**src/rtl/hmap_pkg.sv**
```systemverilog
// Shared types and constants for the bucketed hash map.
// No dependencies; imported by every module of the block.
package hmap_pkg;

    localparam int KEY_W  = 64;
    localparam int VAL_W  = 64;
    localparam int DIV_W  = 11;
    localparam int STAT_W = 2;

    localparam logic [STAT_W-1:0] ST_PRESENT = 2'd0;
    localparam logic [STAT_W-1:0] ST_ABSENT  = 2'd1;
    localparam logic [STAT_W-1:0] ST_FULL    = 2'd2;

    localparam logic FUNC_LOOKUP = 1'b0;
    localparam logic FUNC_PUT    = 1'b1;

    typedef struct packed {
        logic             valid;
        logic [KEY_W-1:0] key;
        logic [VAL_W-1:0] value;
    } t_entry;

endpackage

```
**src/rtl/hmap_div.sv**
```systemverilog
// Bit-serial remainder unit: 64-bit key modulo an 11-bit bucket count.
// Depends on hmap_pkg; one quotient bit per cycle, done pulses after the last step.
module hmap_div (
    input  logic                       i_clk,
    input  logic                       i_rst_n,
    input  logic                       i_start,
    input  logic [hmap_pkg::KEY_W-1:0] i_dividend,
    input  logic [hmap_pkg::DIV_W-1:0] i_divisor,
    output logic                       o_done,
    output logic [hmap_pkg::DIV_W-1:0] o_rem
);
    import hmap_pkg::*;

    localparam int CNT_W = $clog2(KEY_W + 1);

    logic             r_busy;
    logic             r_done;
    logic [CNT_W-1:0] r_cnt;
    logic [KEY_W-1:0] r_dvd;
    logic [DIV_W-1:0] r_div;
    logic [DIV_W-1:0] r_rem;
    logic [DIV_W-1:0] n_rem;
    logic [DIV_W:0]   trial;

    // shift in the next dividend bit, subtract the divisor when it fits
    always_comb begin
        trial = {r_rem, r_dvd[KEY_W-1]};
        if (trial >= {1'b0, r_div}) begin
            n_rem = DIV_W'(trial - {1'b0, r_div});
        end else begin
            n_rem = trial[DIV_W-1:0];
        end
    end

    always_ff @(posedge i_clk) begin
        if (!i_rst_n) begin
            r_busy <= 1'b0;
            r_done <= 1'b0;
            r_cnt  <= '0;
        end else begin
            r_done <= 1'b0;
            if (i_start) begin
                r_busy <= 1'b1;
                r_cnt  <= CNT_W'(KEY_W);
            end else if (r_busy) begin
                r_cnt <= r_cnt - 1'b1;
                if (r_cnt == CNT_W'(1)) begin
                    r_busy <= 1'b0;
                    r_done <= 1'b1;
                end
            end
        end
    end

    always_ff @(posedge i_clk) begin
        if (i_start) begin
            r_dvd <= i_dividend;
            r_div <= i_divisor;
            r_rem <= '0;
        end else if (r_busy) begin
            r_dvd <= {r_dvd[KEY_W-2:0], 1'b0};
            r_rem <= n_rem;
        end
    end

    assign o_done = r_done;
    assign o_rem  = r_rem;

endmodule

```
**config.mk**
```make
export PLATFORM = sky130hd
export DESIGN_NAME = hmap_div
export DESIGN_NICKNAME = d
export VERILOG_FILES = /design/src/rtl/hmap_pkg.sv /design/src/rtl/hmap_div.sv
export SDC_FILE = /design/constraint.sdc
export NUM_CORES = 1
export LEC_CHECK = 0
export ABC_AREA = 1
export BUFFER_PORTS_ARGS = -buffer_cell sky130_fd_sc_hd__buf_2
export CAP_MARGIN = 20
export CORE_UTILIZATION = 56
export DETAILED_ROUTE_END_ITERATION = 10
export PLACE_DENSITY = 0.8
export SYNTH_ARGS = -nofsm -noshare
export SYNTH_HDL_FRONTEND = slang
export SYNTH_SLANG_ARGS = --single-unit
export TNS_END_PERCENT = 1
```
**constraint.sdc**
```tcl
create_clock -name i_clk -period 3 [get_ports i_clk]
set_input_delay 0.15 -clock i_clk [delete_from_list [all_inputs] [get_ports i_clk]]
set_output_delay 0.15 -clock i_clk [all_outputs]
set_load 0.01 [all_outputs]
```
==> flow_summary.yaml, run 1 <==
status:
  status: "finished, final reports clean"
floorplan:
  row_count: 33
  dieArea_um2: 8810
  core-area_um2: 8180
  die_h_um: 93.9
  pin_count: 90
  die_w_um: 93.9
  initial_core_util_pct: 57.8
critical_path:
  critical-path-max-stage-delay_ns: 0.41
  r2r_cells: 13
  endpoint_kind: "register"
  critPathLaunch: "r_dvd[63]"
  slowest_stage: "fa_1"
  r2r-end: "o_rem[2]"
  path_cells: "inv_1 > ha_1 > fa_1 > inv_1 > nand2_2 > nand2_2 > nand2_2 > nand2_1 > nand2_2 > nand3_2 > nand2_1 > nand3_1 > o21ai_1"
  r2r_slack_ns: 0.74
  reg2reg_from: "r_dvd[63]"
  cp.required_ns: 3.23
  worstPathArrival_ns: 2.49
  critPathMaxFanout: 12
  critPathMostFrequentCell: "nand2_2"
  timing.critical_path.to: "o_rem[2]"
  startpoint_type: "register"
  path_class: "register to register"
cts:
  clkSinkCount: 95
  cts_resized: 0
  clk-insertion-delay-late_ns: 0.36
  cts_tree: "yes"
  root_buffer: "clkbuf_8"
  htreeDepth: 3
  cts_inserted_buffers: 9
  cts.reportedPaths.clkPinSlew_ns: 0.10
  cts.path.max_buffers: 2
placed_design:
  port_buffers: 89
  dp_hpwl_mm: 6.70
  finalWeightedCongestion: 0.867
routing:
  vias_per_cell: 4.97
  drc: 0
  routed_wl_mm: 9.33
  drt_pass1_iterations: 5
  dr.first_iter.drc_count: 193
  detail-route-antenna-nets: 0
  wl_per_cell_um: 12.2
  vias: 3788
sta:
  finalHoldViolations: 0
  rsz0062_at_grt: "false"
  fin_tns_setup_ns: 0
  fin_skew_ns: 0.00855
  layout_min_cycle_time_ns: 2.26
  drv_slew: 0
  max_slew_margin_pct: 41.8
  fmax_mhz: 443
  worstMarginPinSlew_ns: 0.873
  fin_crit_sh_pct: 75.3
  setup_viol: 0
finish:
  layout.nets: 744
  layout_common_cells: "270 x nand2_1, 89 x buf_2, 75 x edfxtp_1"
  syn2layout_area_growth_pct: 17.3
  diodes: 0
  layout_commonest_cell: "nand2_1"
  layout-drive-gt1-share_pct: 19.6
logic_synthesis:
  ys_async_sr_fraction_pct: 0
  synth_area_leaders: "edfxtp_1 48%, nand2_1 21%, dfxtp_1 8.5%"
  synth_top_cell_by_area: "edfxtp_1"
  synth_warnings: 0
  ys_seq_area_share_pct: 56.1
  synth.distinct_cells: 30
  ys.flop_type: "edfxtp_1"
  synthCells: 557
  synth_edf_count: 75
  syn-num-nets: 649
  synth_top_area_share_pct: 47.6
  synth-seq-cells: 95
  syn_area_per_cell_um2: 8.49
  netlist_area_um2: 4730
power_and_ir_drop:
  p_leak_nw: 2.82
  max-vdd-ir-drop_mv: 0.361
  power_density_nw_per_um2: 508
  power.total_mw: 2.81
grt:
  grt-ovfl-total: 0
  antenna_found_initial: 1
  grt_usage_pct: 22.6
  grt_pass1_vias: 3461
  grt_pass1_wl_mm: 15.3
  grt_max_degree: 71
worst_hold_path:
  hp-class: "primary input to register"
job:
  drv_cap: 0
-- how the worst min path moves through the flow --
stage / from / end / slack [ns] / cells after the start
after floorplan: i_divisor[0] / r_div[0] / 0.25 / 0
after global placement: i_divisor[8] / r_div[8] / 0.33 / 1
after detailed placement: i_divisor[9] / r_div[9] / 0.33 / 1
after CTS: i_rst_n / r_busy / 0.01 / 3
after global routing: i_rst_n / r_busy / 0.04 / 3
final: i_rst_n / r_busy / 0.03 / 3
-- metal layers --
| layer | GRT usage, % | share of wire, % | vias to the layer above |
|---|---|---|---|
| li1 | - | - | 1948 |
| met1 | 31.1 | 45 | 1720 |
| met2 | 35.7 | 48 | 108 |
| met3 | 3.88 | 5.6 | 12 |
| met4 | 8.85 | 1.5 | 0 |
| met5 | 0 | 0 | - |
-- Yosys cell counts, types with 2 or more instances --
| master | n |
|---|---|
| a21oi_1 | 6 |
| buf_1 | 6 |
| buf_2 | 4 |
| buf_4 | 2 |
| buf_6 | 2 |
| clkbuf_1 | 6 |
| dfxtp_1 | 20 |
| edfxtp_1 | 75 |
| ha_1 | 13 |
| inv_1 | 63 |
| inv_2 | 2 |
| nand2_1 | 270 |
| nand2_2 | 7 |
| nand3_1 | 21 |
| nand3_2 | 7 |
| nand4_1 | 14 |
| nor2_1 | 19 |
| nor3_1 | 2 |
| o21ai_0 | 2 |
| o21ai_1 | 4 |
| xor2_1 | 3 |
-- where the power goes --
part | switching, mW | internal [mW]
logic | 0.212 | 0.135
registers | 0.0347 | 1.56
clock network | 0.480 | 0.396
total | 0.727 | 2.09
-- layout make-up --
cell class              count  area, um^2
flip-flops and latches     95        2650
fillers                   675        2630
clock inverters             7        78.8
multi-input cells         377        1730
repair buffers            104         586
clock buffers               9         124
well taps                 105         131
inverters                  65         244
-- logic make-up after synthesis --
logic type / count (synthesis) / share of synthesized area [%]
AOI/OAI and AO/OA: 15 / 1.75
xor gates and xnor gates: 4 / 0.741
adders and majority gates: 14 / 3.86
buffers and inverters: 85 / 7.33
DFF: 95 / 56.1
and+or+nand+nor: 344 / 30.2
-- worst max-delay path, delay by kind of cell, from the launching register on --
| family | cells | cell delay (ns) |
|---|---|---|
| and+or+nand+nor | 8 | 0.92 |
| buffers and inverters | 2 | 0.18 |
| DFF | 1 | 0.34 |
| adders and majority gates | 2 | 0.64 |
| AOI/OAI and AO/OA | 1 | 0.07 |
-- state kept, by name (all words and copies together) (netlist names) --
register and count:
o_done 1, o_rem 11, r_busy 1, r_cnt 7, r_div 11, r_dvd 64
-- what timing repair did --
item | CTS | global route
setup buffers | 0 | 0
hold buffers | 11 | 0
hold endpoints to repair | 11 | 0
-- metrics by stage --
stage          cell area (um^2)  cells  hold WS (ns)  util (%)  setup WS (ns)
2_1_floorplan              4730    557         0.249         -          0.732
3_3_place_gp               5230    735         0.326      64.0          0.879
3_5_place_dp               5230    735         0.328      64.0          0.791
4_1_cts                    5540    762        0.0144      67.8          0.765
5_1_grt                    5540    762        0.0425      67.8          0.575
6_report                   5540    762        0.0306      67.8          0.742
Power figures use the tool's default switching activity.
==> run 2: changes to the inputs <==
--- a/config.mk
+++ b/config.mk
@@ -5,12 +5,12 @@
 export SDC_FILE = /design/constraint.sdc
 export NUM_CORES = 1
 export LEC_CHECK = 0
-export ABC_AREA = 1
+export ABC_AREA = 0
 export BUFFER_PORTS_ARGS = -buffer_cell sky130_fd_sc_hd__buf_2
 export CAP_MARGIN = 20
-export CORE_UTILIZATION = 56
+export CORE_UTILIZATION = 49
 export DETAILED_ROUTE_END_ITERATION = 10
-export PLACE_DENSITY = 0.8
+export PLACE_DENSITY = 0.74
 export SYNTH_ARGS = -nofsm -noshare
 export SYNTH_HDL_FRONTEND = slang
 export SYNTH_SLANG_ARGS = --single-unit
==> constraint.sdc (replaced) <==
create_clock -name i_clk -period 2 [get_ports i_clk]
set_input_delay 0.1 -clock i_clk [delete_from_list [all_inputs] [get_ports i_clk]]
set_output_delay 0.1 -clock i_clk [all_outputs]
set_load 0.01 [all_outputs]
==> flow_summary.yaml, run 2 <==
logic_synthesis:
  synth_edf_count: 75
  ys_seq_area_share_pct: 59.9
  yosysMostFrequentCell: "edfxtp_1"
  synth_top_cell_by_area: "edfxtp_1"
  synthCells: 326
  synth-seq-cells: 95
  synth_fa_ha_area_share_pct: 4.13
  ys.flop_type: "edfxtp_1"
  synthMuxAreaShare_pct: 16.8
  synth_top_area_share_pct: 50.9
  synth_top_family_by_area: "multiplexers"
  synth_warnings: 0
  ys_async_sr_fraction_pct: 0
  synth_xor_area_share_pct: 1.98
  synth_common_cells: "75 x edfxtp_1, 65 x mux2_2, 22 x nor2_1"
  synth_area_leaders: "edfxtp_1 51%, mux2_2 17%, dfxtp_1 9.0%"
  netlist_area_um2: 4430
  synth_compound_area_share_pct: 7.89
  synthSimpleGateAreaFrac_pct: 6.78
  syn_area_per_cell_um2: 13.6
  syn-num-nets: 418
  synth.distinct_cells: 45
sta:
  fin_tns_setup_ns: -2.25
  worstMarginPinSlew_ns: 0.564
  setup_ws_ns: -0.294
  setup_viol: 11
  fin_skew_ns: 0.0157
  fin_crit_sh_pct: 115
  drv_slew: 0
  finalHoldViolations: 0
  layout_min_cycle_time_ns: 2.29
  max_slew_margin_pct: 62.4
  rsz0062_at_grt: "true"
  hold_slack_ns: 0.0243
  fmax_mhz: 436
finish:
  layout_commonest_cell: "buf_2"
  layout-drive-gt1-share_pct: 48.3
  multi_input_area_um2: 1720
  layout_common_cells: "88 x buf_2, 75 x edfxtp_1, 63 x mux2_2"
  nFillCells: 698
  fin_area_um2: 5710
  seq_area_um2: 2650
  top_register: "r_dvd"
  largest_register_ff_count: 64
  diodes: 0
  syn2layout_area_growth_pct: 29.0
  layout.nets: 565
routing:
  wl_per_cell_um: 15.3
  routed_wl_mm: 8.96
  drc: 0
  detail-route-antenna-nets: 0
  drt_pass1_iterations: 5
  dr.first_iter.drc_count: 119
  vias_per_cell: 5.25
  vias: 3075
critical_path:
  startpoint_type: "register"
  critPathMaxFanout: 3
  cp.required_ns: 2.29
  endpoint_kind: "register"
  worstPathArrival_ns: 2.58
  path_class: "register to register"
grt:
  grt_max_degree: 46
  grt_usage_pct: 19.8
  grt_pass1_wl_mm: 14.8
  grt_pass1_vias: 3176
  antenna_found_initial: 0
  grt-ovfl-total: 0
floorplan:
  die_h_um: 97.1
  row_count: 34
  initial_core_util_pct: 50.8
  pin_count: 90
  dieArea_um2: 9420
  die_w_um: 97.1
  core-area_um2: 8720
cts:
  cts_tree: "yes"
  clk-insertion-delay-late_ns: 0.37
  cts.reportedPaths.clkPinSlew_ns: 0.11
  clkSinkCount: 95
  root_buffer: "clkbuf_8"
  htreeDepth: 3
  cts.path.max_buffers: 2
  cts_inserted_buffers: 9
status:
  violations: "negative setup slack"
  status: "complete, but fails checks"
placed_design:
  dp_hpwl_mm: 6.34
  placed_area_um2: 5310
  port_buffers: 89
  finalWeightedCongestion: 0.816
power_and_ir_drop:
  power_density_nw_per_um2: 758
  power.total_mw: 4.33
  max-vdd-ir-drop_mv: 0.505
  p_leak_nw: 2.40
job:
  drv_cap: 0
worst_hold_path:
  hp-class: "primary input to register"
[run 2: changes by cell type after synthesis, moves of 8 or more]
cell,delta
a21oi_1,+8
inv_1,-45
mux2_2,+65
nand2_1,-256
nand3_1,-20
nand4_1,-12
o21ai_0,+12
[run 2: repair_timing]
action	4_1_cts	5_1_grt
endpoints found under the setup margin	11	11
endpoints found under the hold margin	14	2
buffers inserted	1	0
hold buffers	13	2
gates cloned	0	0
pin swaps	3	5
resized for setup	8	7
[run 2: cells by family after synthesis]
logic type,count (synthesis)
muxes,66
xor gates and xnor gates,10
DFF,95
AOI/OAI and AO/OA,52
adders and majority gates,14
and+or+nand+nor,61
buffers and inverters,28
[run 2: cell type report]
type                    instances  area share [%]
flip-flops and latches         95            46.5
multi-input cells             203            30.0
repair buffers                146            16.5
well taps                     108            2.37
clock buffers                   9            2.17
inverters                      18            1.25
clock inverters                 7            1.23
[run 2: routing by layer]
layer  track usage, %  vias to the layer above  wire, um
met5                0                        -         0
met4             5.74                        0       150
met3             6.98                       19       563
met2             32.4                      102      4340
met1             25.0                     1443      3900
li1                 -                     1511         -
[run 2: through the flow]
stage | setup slack, ns | utilization, % | std cells
detailed placement | -0.312 | 60.9 | 554
global route | -0.356 | 65.5 | 586
global placement | -0.261 | 60.9 | 554
floorplan | -0.409 | - | 326
finish | -0.294 | 65.5 | 586
CTS | -0.291 | 65.0 | 584
[run 2: worst paths after layout]
kind              slack [ns]      startpoint         to  cells past startpoint
setup / recovery       -0.29        r_div[0]   o_rem[6]                      8
hold / removal          0.02  i_dividend[35]  r_dvd[35]                      2
hold reg to reg         0.53        r_cnt[5]   r_cnt[5]                      2
setup reg to reg       -0.29        r_div[0]   o_rem[6]                      8
[run 2: critical path: stages, from the launching register on]
cell and delay [ns]:
edfxtp_1 0.38, ha_2 0.21, fa_2 0.34, nand2b_4 0.15, o2bb2ai_2 0.12, a211o_1 0.33, and2_4 0.16, or3b_4 0.36
a211oi_2 0.16
[run 2: power by group]
group | switching (mW) | internal [mW]
Clock | 0.761 | 0.492
Sequential | 0.0588 | 2.34
Combinational | 0.302 | 0.376
==> run 3: changes to the inputs <==
--- a/config.mk
+++ b/config.mk
@@ -8,6 +8,7 @@
 export ABC_AREA = 0
 export BUFFER_PORTS_ARGS = -buffer_cell sky130_fd_sc_hd__buf_2
 export CAP_MARGIN = 20
+export CORE_MARGIN = 2
 export CORE_UTILIZATION = 49
 export DETAILED_ROUTE_END_ITERATION = 10
 export PLACE_DENSITY = 0.74
==> flow_summary.yaml, run 3 (synthesized netlist as in run 2, its figures left out) <==
status:
  status: "complete, but fails checks"
  violations: "negative setup slack"
sta:
  hold_slack_ns: 0.0295
  finalHoldViolations: 0
  max_slew_margin_pct: 65.9
  fmax_mhz: 425
  rsz0062_at_grt: "true"
  fin_skew_ns: 0.00952
  worstMarginPinSlew_ns: 0.511
  layout_min_cycle_time_ns: 2.35
  fin_crit_sh_pct: 118
  drv_slew: 0
  setup_ws_ns: -0.354
  setup_viol: 11
grt:
  use_met2_pct: 30.0
  grt-ovfl-total: 0
  grt_pass1_wl_mm: 14.4
  grt_use_met3_pct: 5.96
  antenna_found_initial: 1
  grt_usage_pct: 18.6
  busiest_layer: "met2"
  use_met1_pct: 23.9
  grt_max_degree: 65
  grt_pass1_vias: 3114
finish:
  layout_commonest_cell: "buf_2"
  fin_util_pct: 64.4
  layout-drive-gt1-share_pct: 47.1
  layout.nets: 556
  top_register: "r_dvd"
  diodes: 0
  largest_register_ff_count: 64
  layout_common_cells: "88 x buf_2, 75 x edfxtp_1, 63 x mux2_2"
  syn2layout_area_growth_pct: 27.0
  finalNonFillerCells: 577
worst_hold_path:
  hp-class: "primary input to register"
power_and_ir_drop:
  p_leak_nw: 2.35
  max-vdd-ir-drop_mv: 0.434
  power.total_mw: 4.28
  power_density_nw_per_um2: 762
routing:
  detail-route-antenna-nets: 0
  drt_pass1_iterations: 4
  vias_per_cell: 5.26
  dr.first_iter.drc_count: 123
  vias: 3034
  wl_per_cell_um: 15.3
  routed_wl_mm: 8.84
  drc: 0
critical_path:
  path_class: "register to register"
  worstPathArrival_ns: 2.62
  startpoint_type: "register"
  critPathMaxFanout: 3
  endpoint_kind: "register"
  path_cells: "inv_1 > ha_2 > fa_2 > nand2b_4 > o2bb2ai_2 > a211o_1 > and2_4 > or3b_4 > a211oi_2"
  cp.required_ns: 2.27
  slowest_stage: "fa_2"
  critical-path-max-stage-delay_ns: 0.38
cts:
  clk-insertion-delay-late_ns: 0.35
  clkSinkCount: 95
  cts.reportedPaths.clkPinSlew_ns: 0.09
  cts_setup_buffers: 0
  root_buffer: "clkbuf_8"
  cts.path.max_buffers: 2
  cts_tree: "yes"
  cts_inserted_buffers: 9
  htreeDepth: 3
placed_design:
  dp_cells: 549
  dp_hpwl_mm: 6.35
  finalWeightedCongestion: 0.850
  port_buffers: 89
floorplan:
  initial_core_util_pct: 50.8
  row_count: 34
  core-area_um2: 8720
  die_h_um: 99.1
  pin_count: 90
  die_w_um: 99.1
  dieArea_um2: 9810
job:
  drv_cap: 0
-- run 3: power by group --
part	internal, mW	leakage [nW]	total (mW)	switching [mW]
registers	2.34	0.914	2.40	0.0592
clock network	0.565	0.102	1.23	0.662
logic	0.358	1.33	0.653	0.296
-- run 3: area by class of cell --
class	instances	area (um^2)
Sequential cell	95	2650
Tap cell	108	135
Clock inverter	4	25.0
Timing Repair Buffer	137	863
Inverter	18	71.3
Clock buffer	12	166
Fill cell	674	3100
Multi-Input combinational cell	203	1710
-- run 3: final timing paths --
| path | startpoint | to | slack [ns] | cells after the start |
|---|---|---|---|---|
| worst max-delay path | r_dvd[63] | o_rem[6] | -0.35 | 9 |
| worst min register to register | o_rem[10] | o_rem[10] | 0.52 | 2 |
| worst max register to register | r_dvd[63] | o_rem[6] | -0.35 | 9 |
| worst min-delay path | i_start | r_div[0] | 0.03 | 1 |
-- run 3: critical path: cells and delay by family (launching register included) --
family	cells	cell delay, ns
AOI/OAI and AO/OA	3	0.61
adders and majority gates	2	0.58
buffers and inverters	1	0.05
and+or+nand+nor	3	0.69
DFF	1	0.35
-- run 3: stage by stage --
step	instance area, um^2	worst slack (ns)	setup TNS [ns]
global placement	5280	-0.283	-2.04
floorplan	4440	-0.409	-15.85
detailed placement	5280	-0.353	-2.82
finish	5620	-0.354	-2.57
global route	5620	-0.418	-3.50
CTS	5610	-0.345	-2.59
-- run 3: metal layers --
layer	part of all wire (%)	vias to the layer above	routed length (um)
met3	6.5	12	572
met1	45	1438	4010
met2	47	91	4170
li1	-	1491	-
met5	0.15	-	13
met4	0.89	2	79
-- run 3: repair_timing --
action	CTS	global route
cloned	0	0
hold endpoints to repair	13	0
hold buffers	12	0
setup endpoints to repair	11	11
gates resized for setup	6	5
pin swaps	4	0
